## src/design/assert_macros.svh

```systemverilog
// Assertion macros shared by the aging page replacement RTL.
// No dependencies; the checks drop out when SYNTHESIS is defined.
`ifndef ASSERT_MACROS_SVH
`define ASSERT_MACROS_SVH
`ifndef SYNTHESIS
`define APR_ASSERT(label, clk, rst_n, prop, msg) \
    label: assert property (@(posedge clk) disable iff (!rst_n) prop) else $error(msg);
`define APR_NEVER(label, clk, rst_n, expr, msg) \
    label: assert property (@(posedge clk) disable iff (!rst_n) !(expr)) else $error(msg);
`else
`define APR_ASSERT(label, clk, rst_n, prop, msg)
`define APR_NEVER(label, clk, rst_n, expr, msg)
`endif
`endif

```

## src/design/apr_pkg.sv

```systemverilog
// Package for the aging page replacement block: defaults, port widths, FSM type.
// No dependencies.
`default_nettype none
package apr_pkg;

    localparam int NUM_FRAMES_DEF = 16;
    localparam int AGE_BITS_DEF   = 32;
    localparam int PAGE_BITS_DEF  = 16;

    localparam int PAGE_PORT_W  = 16;
    localparam int INDEX_PORT_W = 4;
    localparam int CFG_W        = 5;
    localparam int TOTAL_W      = 32;

    localparam logic [CFG_W-1:0] FRAMES_RESET = 5'd16;

    typedef enum logic [1:0] {
        ST_IDLE,
        ST_SCAN,
        ST_PLACE
    } state_t;

endpackage
`default_nettype wire

```

## src/design/apr_cell.sv

```systemverilog
// One page frame of the replacement table: page, valid mark and aging counter.
// Folds its frame into the search record passed along the chain. Uses apr_pkg defaults.
`default_nettype none
module apr_cell #(
    parameter int NUM_FRAMES = apr_pkg::NUM_FRAMES_DEF,
    parameter int AGE_BITS   = apr_pkg::AGE_BITS_DEF,
    parameter int PAGE_BITS  = apr_pkg::PAGE_BITS_DEF,
    parameter int INDEX      = 0,
    localparam int IDX_W     = (NUM_FRAMES > 1) ? $clog2(NUM_FRAMES) : 1,
    localparam int CNT_W     = $clog2(NUM_FRAMES + 1)
) (
    input  wire logic             clk,
    input  wire logic             rst_n,
    input  wire logic [CNT_W-1:0] n_active,
    input  wire logic             upd_en,
    input  wire logic [IDX_W-1:0] upd_slot,
    input  wire logic             upd_place,
    input  wire logic [PAGE_BITS-1:0] upd_page,
    input  wire logic             rin_valid,
    input  wire logic [PAGE_BITS-1:0] rin_page,
    input  wire logic             rin_hit,
    input  wire logic [IDX_W-1:0] rin_hit_idx,
    input  wire logic             rin_empty,
    input  wire logic [IDX_W-1:0] rin_empty_idx,
    input  wire logic [AGE_BITS-1:0] rin_min_age,
    input  wire logic [IDX_W-1:0] rin_min_idx,
    input  wire logic [PAGE_BITS-1:0] rin_min_page,
    output logic                  rout_valid,
    output logic [PAGE_BITS-1:0]  rout_page,
    output logic                  rout_hit,
    output logic [IDX_W-1:0]      rout_hit_idx,
    output logic                  rout_empty,
    output logic [IDX_W-1:0]      rout_empty_idx,
    output logic [AGE_BITS-1:0]   rout_min_age,
    output logic [IDX_W-1:0]      rout_min_idx,
    output logic [PAGE_BITS-1:0]  rout_min_page
);

    localparam logic [IDX_W-1:0] ME    = IDX_W'(INDEX);
    localparam logic [CNT_W-1:0] ME_N  = CNT_W'(INDEX);
    localparam bit               FIRST = (INDEX == 0);

    typedef struct packed {
        logic                 valid;
        logic [PAGE_BITS-1:0] page;
        logic                 hit;
        logic [IDX_W-1:0]     hit_idx;
        logic                 empty;
        logic [IDX_W-1:0]     empty_idx;
        logic [AGE_BITS-1:0]  min_age;
        logic [IDX_W-1:0]     min_idx;
        logic [PAGE_BITS-1:0] min_page;
    } rec_t;

    logic [PAGE_BITS-1:0] page_reg;
    logic                 valid_reg;
    logic [AGE_BITS-1:0]  age_reg;
    rec_t                 rec_reg;
    rec_t                 rec_next;
    logic                 active;

    assign active = (ME_N < n_active);

    always_comb
    begin
        rec_next = '{valid: rin_valid, page: rin_page, hit: rin_hit,
                     hit_idx: rin_hit_idx, empty: rin_empty,
                     empty_idx: rin_empty_idx, min_age: rin_min_age,
                     min_idx: rin_min_idx, min_page: rin_min_page};
        if (active)
        begin
            if (!rin_hit && valid_reg && (page_reg == rin_page))
            begin
                rec_next.hit     = 1'b1;
                rec_next.hit_idx = ME;
            end
            if (!rin_empty && !valid_reg)
            begin
                rec_next.empty     = 1'b1;
                rec_next.empty_idx = ME;
            end
            // frame 0 seeds the minimum; strict compare keeps the lowest index on ties
            if (FIRST || (age_reg < rin_min_age))
            begin
                rec_next.min_age  = age_reg;
                rec_next.min_idx  = ME;
                rec_next.min_page = page_reg;
            end
        end
    end

    always_ff @(posedge clk or negedge rst_n)
    begin
        if (!rst_n)
        begin
            rec_reg <= '0;
        end
        else
        begin
            rec_reg <= rec_next;
        end
    end

    always_ff @(posedge clk or negedge rst_n)
    begin
        if (!rst_n)
        begin
            page_reg  <= '0;
            valid_reg <= 1'b0;
            age_reg   <= '0;
        end
        else if (upd_en && active)
        begin
            age_reg <= {(upd_slot == ME), age_reg[AGE_BITS-1:1]};
            if (upd_place && (upd_slot == ME))
            begin
                page_reg  <= upd_page;
                valid_reg <= 1'b1;
            end
        end
    end

    assign rout_valid     = rec_reg.valid;
    assign rout_page      = rec_reg.page;
    assign rout_hit       = rec_reg.hit;
    assign rout_hit_idx   = rec_reg.hit_idx;
    assign rout_empty     = rec_reg.empty;
    assign rout_empty_idx = rec_reg.empty_idx;
    assign rout_min_age   = rec_reg.min_age;
    assign rout_min_idx   = rec_reg.min_idx;
    assign rout_min_page  = rec_reg.min_page;

endmodule
`default_nettype wire

```

## src/design/aging_page_replacement.sv

```systemverilog
// The search record walks the chain of frame cells one cell per cycle, then the
// decision is registered in the scan state, then the place step places and ages all
// active frames. A new request is taken only in the idle state, after the last is placed.
// A stalled result holds the block in the place step.
// Reset: all frames empty, ages and totals zero, frames_in_use back to 16.
// Top level: frame cell chain (apr_cell) and controller; uses apr_pkg, assert_macros.svh.
`default_nettype none
`include "assert_macros.svh"
module aging_page_replacement #(
    parameter int NUM_FRAMES = apr_pkg::NUM_FRAMES_DEF,
    parameter int AGE_BITS   = apr_pkg::AGE_BITS_DEF,
    parameter int PAGE_BITS  = apr_pkg::PAGE_BITS_DEF
) (
    input  wire logic                              clk,
    input  wire logic                              rst_n,
    input  wire logic                              frames_in_use_we,
    input  wire logic [apr_pkg::CFG_W-1:0]         frames_in_use,
    input  wire logic                              in_valid,
    output logic                                   in_ready,
    input  wire logic [apr_pkg::PAGE_PORT_W-1:0]   page_id,
    output logic                                   out_valid,
    input  wire logic                              out_ready,
    output logic                                   hit,
    output logic [apr_pkg::INDEX_PORT_W-1:0]       frame_index,
    output logic                                   evicted_valid,
    output logic [apr_pkg::PAGE_PORT_W-1:0]        evicted_page,
    output logic [apr_pkg::TOTAL_W-1:0]            hit_total,
    output logic [apr_pkg::TOTAL_W-1:0]            miss_total
);

    localparam int IDX_W = (NUM_FRAMES > 1) ? $clog2(NUM_FRAMES) : 1;
    localparam int CNT_W = $clog2(NUM_FRAMES + 1);
    localparam int CMP_W = (CNT_W > apr_pkg::CFG_W) ? CNT_W : apr_pkg::CFG_W;

    typedef struct packed {
        logic                 valid;
        logic [PAGE_BITS-1:0] page;
        logic                 hit;
        logic [IDX_W-1:0]     hit_idx;
        logic                 empty;
        logic [IDX_W-1:0]     empty_idx;
        logic [AGE_BITS-1:0]  min_age;
        logic [IDX_W-1:0]     min_idx;
        logic [PAGE_BITS-1:0] min_page;
    } rec_t;

    typedef struct packed {
        logic                 en;
        logic [IDX_W-1:0]     slot;
        logic                 place;
        logic [PAGE_BITS-1:0] page;
    } upd_t;

    apr_pkg::state_t state_reg, state_next;

    logic [apr_pkg::CFG_W-1:0] frames_in_use_reg;
    logic [CMP_W-1:0]          cfg_wide;
    logic [CMP_W-1:0]          n_wide;
    logic [CNT_W-1:0]          n_active;

    rec_t chain [NUM_FRAMES+1];
    rec_t tail;
    upd_t upd;

    logic accept, load_dec, fire;

    logic                 dec_hit_next, dec_ev_next, dec_place_next;
    logic [IDX_W-1:0]     dec_slot_next;
    logic [PAGE_BITS-1:0] dec_ev_page_next;
    logic                 dec_hit_reg, dec_ev_reg, dec_place_reg;
    logic [IDX_W-1:0]     dec_slot_reg;
    logic [PAGE_BITS-1:0] dec_ev_page_reg, dec_page_reg;

    logic                               out_valid_reg, hit_reg, evicted_valid_reg;
    logic [apr_pkg::INDEX_PORT_W-1:0]   frame_index_reg;
    logic [apr_pkg::PAGE_PORT_W-1:0]    evicted_page_reg;
    logic [apr_pkg::TOTAL_W-1:0]        hits_seen_reg, misses_seen_reg;

    // configuration register and clamped frame count
    always_ff @(posedge clk or negedge rst_n)
    begin
        if (!rst_n)
        begin
            frames_in_use_reg <= apr_pkg::FRAMES_RESET;
        end
        else if (frames_in_use_we)
        begin
            frames_in_use_reg <= frames_in_use;
        end
    end

    always_comb
    begin
        cfg_wide = CMP_W'(frames_in_use_reg);
        if (cfg_wide == '0)
        begin
            n_wide = CMP_W'(1);
        end
        else if (cfg_wide > CMP_W'(NUM_FRAMES))
        begin
            n_wide = CMP_W'(NUM_FRAMES);
        end
        else
        begin
            n_wide = cfg_wide;
        end
        n_active = CNT_W'(n_wide);
    end

    // record injected into cell 0 on the accepting edge
    always_comb
    begin
        chain[0]       = '0;
        chain[0].valid = accept;
        chain[0].page  = PAGE_BITS'(page_id);
        chain[0].min_age = '1;
    end

    assign upd = '{en: fire, slot: dec_slot_reg, place: dec_place_reg,
                   page: dec_page_reg};

    for (genvar k = 0; k < NUM_FRAMES; k++)
    begin : g_cell
        apr_cell #(
            .NUM_FRAMES (NUM_FRAMES),
            .AGE_BITS   (AGE_BITS),
            .PAGE_BITS  (PAGE_BITS),
            .INDEX      (k)
        ) u_cell (
            .clk            (clk),
            .rst_n          (rst_n),
            .n_active       (n_active),
            .upd_en         (upd.en),
            .upd_slot       (upd.slot),
            .upd_place      (upd.place),
            .upd_page       (upd.page),
            .rin_valid      (chain[k].valid),
            .rin_page       (chain[k].page),
            .rin_hit        (chain[k].hit),
            .rin_hit_idx    (chain[k].hit_idx),
            .rin_empty      (chain[k].empty),
            .rin_empty_idx  (chain[k].empty_idx),
            .rin_min_age    (chain[k].min_age),
            .rin_min_idx    (chain[k].min_idx),
            .rin_min_page   (chain[k].min_page),
            .rout_valid     (chain[k+1].valid),
            .rout_page      (chain[k+1].page),
            .rout_hit       (chain[k+1].hit),
            .rout_hit_idx   (chain[k+1].hit_idx),
            .rout_empty     (chain[k+1].empty),
            .rout_empty_idx (chain[k+1].empty_idx),
            .rout_min_age   (chain[k+1].min_age),
            .rout_min_idx   (chain[k+1].min_idx),
            .rout_min_page  (chain[k+1].min_page)
        );
    end

    assign tail = chain[NUM_FRAMES];

    // next state
    always_comb
    begin
        state_next = state_reg;
        case (state_reg)
            apr_pkg::ST_IDLE:
            begin
                if (in_valid)
                begin
                    state_next = apr_pkg::ST_SCAN;
                end
            end
            apr_pkg::ST_SCAN:
            begin
                if (tail.valid)
                begin
                    state_next = apr_pkg::ST_PLACE;
                end
            end
            apr_pkg::ST_PLACE:
            begin
                if (!out_valid_reg || out_ready)
                begin
                    state_next = apr_pkg::ST_IDLE;
                end
            end
            default:
            begin
                state_next = apr_pkg::ST_IDLE;
            end
        endcase
    end

    // FSM outputs
    always_comb
    begin
        in_ready = 1'b0;
        load_dec = 1'b0;
        fire     = 1'b0;
        case (state_reg)
            apr_pkg::ST_IDLE:  in_ready = 1'b1;
            apr_pkg::ST_SCAN:  load_dec = tail.valid;
            apr_pkg::ST_PLACE: fire     = !out_valid_reg || out_ready;
            default:           in_ready = 1'b0;
        endcase
    end

    assign accept = in_valid && in_ready;

    always_ff @(posedge clk or negedge rst_n)
    begin
        if (!rst_n)
        begin
            state_reg <= apr_pkg::ST_IDLE;
        end
        else
        begin
            state_reg <= state_next;
        end
    end

    // hit first, then first empty frame, else the oldest frame is the victim
    always_comb
    begin
        dec_hit_next     = tail.hit;
        dec_ev_next      = 1'b0;
        dec_ev_page_next = '0;
        if (tail.hit)
        begin
            dec_slot_next  = tail.hit_idx;
            dec_place_next = 1'b0;
        end
        else if (tail.empty)
        begin
            dec_slot_next  = tail.empty_idx;
            dec_place_next = 1'b1;
        end
        else
        begin
            dec_slot_next    = tail.min_idx;
            dec_place_next   = 1'b1;
            dec_ev_next      = 1'b1;
            dec_ev_page_next = tail.min_page;
        end
    end

    always_ff @(posedge clk)
    begin
        if (load_dec)
        begin
            dec_hit_reg     <= dec_hit_next;
            dec_ev_reg      <= dec_ev_next;
            dec_place_reg   <= dec_place_next;
            dec_slot_reg    <= dec_slot_next;
            dec_ev_page_reg <= dec_ev_page_next;
            dec_page_reg    <= tail.page;
        end
    end

    always_ff @(posedge clk or negedge rst_n)
    begin
        if (!rst_n)
        begin
            out_valid_reg   <= 1'b0;
            hits_seen_reg   <= '0;
            misses_seen_reg <= '0;
        end
        else
        begin
            if (fire)
            begin
                out_valid_reg <= 1'b1;
                if (dec_hit_reg)
                begin
                    hits_seen_reg <= hits_seen_reg + 32'd1;
                end
                else
                begin
                    misses_seen_reg <= misses_seen_reg + 32'd1;
                end
            end
            else if (out_ready)
            begin
                out_valid_reg <= 1'b0;
            end
        end
    end

    always_ff @(posedge clk)
    begin
        if (fire)
        begin
            hit_reg           <= dec_hit_reg;
            frame_index_reg   <= apr_pkg::INDEX_PORT_W'(dec_slot_reg);
            evicted_valid_reg <= dec_ev_reg;
            evicted_page_reg  <= apr_pkg::PAGE_PORT_W'(dec_ev_page_reg);
        end
    end

    assign out_valid     = out_valid_reg;
    assign hit           = hit_reg;
    assign frame_index   = frame_index_reg;
    assign evicted_valid = evicted_valid_reg;
    assign evicted_page  = evicted_page_reg;
    assign hit_total     = hits_seen_reg;
    assign miss_total    = misses_seen_reg;

    `APR_ASSERT(a_fire_shows, clk, rst_n, fire |=> out_valid_reg,
                "placed request gave no result")
    `APR_NEVER(a_tail_scan, clk, rst_n, tail.valid && (state_reg != apr_pkg::ST_SCAN),
               "search record left chain outside scan")
    `APR_NEVER(a_hit_evict, clk, rst_n, out_valid_reg && hit_reg && evicted_valid_reg,
               "hit reported with an eviction")
    `APR_ASSERT(a_one_count, clk, rst_n,
                fire |=> (32'(hits_seen_reg + misses_seen_reg) ==
                          32'($past(hits_seen_reg) + $past(misses_seen_reg) + 32'd1)),
                "totals did not advance by one")
    `APR_NEVER(a_chain_busy, clk, rst_n, accept && (chain[1].valid || tail.valid),
               "request taken while chain busy")

endmodule
`default_nettype wire
```

## config.mk

```make
export PLATFORM = sky130hd
export DESIGN_NAME = aging_page_replacement
export DESIGN_NICKNAME = d
export VERILOG_FILES = /design/src/design/apr_pkg.sv /design/src/design/apr_cell.sv /design/src/design/aging_page_replacement.sv
export VERILOG_INCLUDE_DIRS = /design/src /design/src/design
export SDC_FILE = /design/constraint.sdc
export NUM_CORES = 2
export LEC_CHECK = 0
export BUFFER_PORTS_ARGS = -buffer_cell sky130_fd_sc_hd__buf_2
export CORE_UTILIZATION = 60
export DETAILED_ROUTE_END_ITERATION = 7
export PLACE_DENSITY = 0.78
export REMOVE_ABC_BUFFERS = 1
export SLEW_MARGIN = 20
export SYNTH_ARGS = -nofsm -noshare
export SYNTH_HDL_FRONTEND = slang
export SYNTH_SLANG_ARGS = --single-unit
```

## constraint.sdc

```tcl
create_clock -name clk -period 3.45 [get_ports clk]
set_input_delay 0.69 -clock clk [delete_from_list [all_inputs] [get_ports clk]]
set_output_delay 0.69 -clock clk [all_outputs]
set_load 0.01 [all_outputs]
```

==> reports/qor.json <==
{
  "later_pin_clock_latency_in_the_skew_report_ps": 830,
  "critPathMaxFanout": 31,
  "hold_path_class": "in -> reg",
  "grt_first_pass_wirelength_um": 272400,
  "gp_weighted_congestion": 0.8368,
  "ys_warn_count": 0,
  "placement.cell_area_sq_um": 91410,
  "gr-usage-all-layers_pct": 22.81,
  "report.power.total_mw": 56.59,
  "placeableCoreArea_sq_um": 145600,
  "ys_async_sr_fraction_pct": 97.10,
  "firstDrtPassIters": 5,
  "nNetsFinal": 7070,
  "die_width_um": 385.0,
  "worst-endpoint-arrival_ps": 3890,
  "ys.flop_type": "sky130_fd_sc_hd__dfrtp_1",
  "drt-wirelength-per-cell_um": 18.77,
  "cts_htree_levels": 4,
  "avg_inst_size_synth_sq_um": 13.85,
  "yosysTopAreaCell": "sky130_fd_sc_hd__dfrtp_1",
  "timing_hold_violations_final": 0,
  "syn-cell-area_sq_um": 88020,
  "skew_ps": 45.56,
  "critical_path_cell_list": "a31oi_1 > a211oi_1 > and3_2 > buf_12 > mux2_2",
  "num_io_pins": 114,
  "max-vdd-ir-drop_uv": 655.5,
  "cell_count_after_placement": 8271,
  "post_synth_inst_count": 6353,
  "power.static_leakage_nw": 49.22,
  "drt_wl_total_um": 162600,
  "fmax_mhz": 312.7,
  "fp.dieH_um": 385.0,
  "finalNonFillerCells": 8664,
  "final_antenna_net_count": 0,
  "detailedPlacementHpwl_um": 114000,
  "criticalPathCategory": "reg -> reg",
  "detail_route.vias_per_cell": 5.509,
  "report.final.setup_viol": 0,
  "globalRoute.totalOverflow": 0,
  "post-route-period-util_pct": 92.70,
  "netlist.area_leader.share_pct": 58.05,
  "core_util_final_pct": 67.81,
  "start_util_pct": 60.47,
  "synth_xor_xnor_area_share_pct": 3.154,
  "drc": 0,
  "cts_tree": "built",
  "yosys.cell_types.count": 71,
  "grt_antenna_before_repair": 4,
  "core.rowCount": 140,
  "synthesized_area_fraction_occupied_by_and_or_nand_nor_cells_pct": 5.690,
  "relSlewSlack_pct": 30.80,
  "status": "finished clean",
  "critical_path_cell_with_the_highest_stage_delay": "sky130_fd_sc_hd__dfrtp_1",
  "synth_fa_ha_area_share_pct": 6.638,
  "worst_setup_hold_path_clk_slew_ps": 70,
  "grt_pass1_vias": 51900,
  "ys_seq_area_share_pct": 60.17,
  "post_cts_resize_count": 0,
  "drive_above_1_share_pct": 30.88,
  "fill_cells": 9780,
  "clkSinkCount": 2104,
  "ys_top_cells_by_area": "sky130_fd_sc_hd__dfrtp_1 58%, sky130_fd_sc_hd__mux2_2 17%, sky130_fd_sc_hd__ha_1 6.6%, sky130_fd_sc_hd__edfxtp_1 2.1%, sky130_fd_sc_hd__inv_1 2.0%",
  "synth_seq_cells": 2104,
  "critical_path_depth": 5,
  "reg2regPathDepth": 5,
  "cts_buffer_depth": 3,
  "end_kind": "flip-flop",
  "largest_register_ffs": 512,
  "clk_root_buffer_cell": "sky130_fd_sc_hd__clkbuf_16",
  "cp_top_family": "compound AO/OA/AOI/OAI gates",
  "synth_top_family_by_area": "multiplexers",
  "timing.critical_path.from_type": "flip-flop",
  "timing.max_cap.violations": 0,
  "finalSetupTns_ps": 0,
  "place.port_buffers": 113,
  "worst_pin_slew_ps": 1033,
  "setup_repair_after_global_routing_missed_its_margin": "false",
  "areaGrowthSynthToFinish_pct": 12.14,
  "timing.final.crit_period_ps": 3198,
  "synth.mux.area_fraction_pct": 17.87,
  "first_iter_violations": 2019,
  "complex_gate_fraction_of_the_synthesized_area_pct": 3.211,
  "grt_max_degree": 161,
  "crit_buf_inv": 1,
  "depth_of_the_worst_hold_timing_path": 2,
  "routed-via-count": 47731,
  "critical_path.max_stage_delay_ps": 740,
  "post-route-cell-area_sq_um": 98700,
  "overall_die_area_sq_um": 148200,
  "cp.required_ps": 4150,
  "synth-edff-count": 61,
  "cts_buf_count": 204,
  "timing.final.max_slew_violations": 0,
  "cellPowerDensity_nw_per_um2": 573.3
}
## cells in the mapped netlist (5+ instances only)
library cell,instances
sky130_fd_sc_hd__a211o_1,10
sky130_fd_sc_hd__nor4_1,49
sky130_fd_sc_hd__nor2_1,76
sky130_fd_sc_hd__dfrtp_1,2042
sky130_fd_sc_hd__nand2b_1,51
sky130_fd_sc_hd__mux2_4,16
sky130_fd_sc_hd__o31ai_1,6
sky130_fd_sc_hd__a221o_1,11
sky130_fd_sc_hd__and2_1,29
sky130_fd_sc_hd__and3_1,22
sky130_fd_sc_hd__mux2_2,1365
sky130_fd_sc_hd__nor3_1,49
sky130_fd_sc_hd__and4_1,17
sky130_fd_sc_hd__ha_1,467
sky130_fd_sc_hd__o41ai_1,11
sky130_fd_sc_hd__o21bai_1,15
sky130_fd_sc_hd__edfxtp_1,61
sky130_fd_sc_hd__or4_1,6
sky130_fd_sc_hd__xnor2_1,179
sky130_fd_sc_hd__nand4b_1,11
sky130_fd_sc_hd__o21ai_0,97
sky130_fd_sc_hd__a211oi_1,29
sky130_fd_sc_hd__nor2b_1,67
sky130_fd_sc_hd__a21o_1,75
sky130_fd_sc_hd__a211oi_2,5
sky130_fd_sc_hd__mux2_1,5
sky130_fd_sc_hd__or2_2,98
sky130_fd_sc_hd__a31oi_1,11
sky130_fd_sc_hd__a21oi_1,122
sky130_fd_sc_hd__xor2_1,138
sky130_fd_sc_hd__nor3_2,6
sky130_fd_sc_hd__a221oi_1,11
sky130_fd_sc_hd__nand2_1,229
sky130_fd_sc_hd__nand3_1,72
sky130_fd_sc_hd__clkbuf_1,121
sky130_fd_sc_hd__buf_4,7
sky130_fd_sc_hd__nand4_1,117
sky130_fd_sc_hd__buf_2,102
sky130_fd_sc_hd__inv_1,478
sky130_fd_sc_hd__mux2i_1,6
## worst register-to-register path, delay by kind of cell (launching register included)
| kind | cells | cell delay, ps |
|---|---|---|
| and+or+nand+nor | 1 | 650 |
| buffers and inverters | 1 | 290 |
| DFF | 1 | 740 |
| muxes | 1 | 370 |
| AOI/OAI and AO/OA | 2 | 1030 |
## worst paths after layout
kind                                                            endpoint  slack [ps]                                   from
max in group asynchronous       g_cell[1].u_cell.page_reg[4]$_DFFE_PN0P_        1880                                  rst_n
max reg2reg                  g_cell[12].u_cell.rout_min_age[6]$_DFF_PN0_         250                cfg_wide[2]$_DFFE_PN0P_
min                                              cfg_wide[1]$_DFFE_PN0P_          90                       frames_in_use[1]
min in group asynchronous  g_cell[14].u_cell.rout_min_page[11]$_DFF_PN0_         360                                  rst_n
min reg2reg                       g_cell[10].u_cell.rout_valid$_DFF_PN0_         350  g_cell[9].u_cell.rout_valid$_DFF_PN0_
max                          g_cell[12].u_cell.rout_min_age[6]$_DFF_PN0_         250                cfg_wide[2]$_DFFE_PN0P_
## layout by cell type (no fill, tap or decap), drive strengths merged, types with 61 or more instances in the layout
cell type | Yosys | layout
inv | 479 | 486
nand3 | 74 | 74
o21ai | 98 | 98
or2 | 100 | 100
clkbuf | 121 | 302
nand2 | 230 | 230
nor2 | 79 | 79
xor2 | 138 | 138
buf | 117 | 239
edfxtp | 61 | 61
mux2 | 1386 | 1386
a21o | 75 | 75
nand4 | 118 | 118
a21oi | 126 | 126
nor2b | 67 | 67
ha | 467 | 467
xnor2 | 179 | 179
dfrtp | 2042 | 2042
## cells by family (layout without fill, tap and decap cells)
family,Yosys count,count (layout)
flip-flops,2104,2104
multiplexers,1392,1392
AND/OR/NAND/NOR,924,924
buffers and inverters,717,1110
adder cells (fa/ha/maj),467,467
AO/OA/AOI/OAI,432,432
XOR/XNOR,317,317
other,0,1
## routing by layer
metal  GRT usage (%)  vias up  share of wire (%)
met5               0        -             0.0043
li1                -    22361                  -
met3           3.866      302                4.0
met1           30.38    24345                 44
met4           7.767        2                3.0
met2           38.03      721                 49
## power breakdown
group | switching (mW) | total (mW) | internal, mW | leakage (nW)
sequential | 0.562 | 26.3 | 25.8 | 28.0
combinational | 3.95 | 7.16 | 3.21 | 17.7
clock | 9.37 | 23.1 | 13.7 | 3.50
total | 13.9 | 56.6 | 42.7 | 49.2
## cell type report
cell class                 count  area (sq um)  share of cell area (%)
sequential                  2104         52960                   53.65
multi-input combinational   3532         32320                   32.75
clock buffer                 302          5957                   6.035
tap                         1917          2399                   2.430
timing repair buffer         256          2097                   2.125
inverter                     479          1803                   1.827
clock inverter                73          1166                   1.181
antenna                        1         2.502                0.002535
## stage by stage
stage	hold slack [ps]	setup WS (ps)
after floorplan	331.2	-2267
after global placement	335.8	418.2
after detailed placement	337.0	345.7
after CTS	49.00	316.0
after global routing	68.74	164.6
final	94.31	251.9
## timing repair
action	in CTS	in global routing
endpoints found under the setup margin	0	0
hold buffers	17	0
buffers inserted	0	0
endpoints found under the hold margin	52	0
Note: power is estimated with default switching activity, not from simulation.
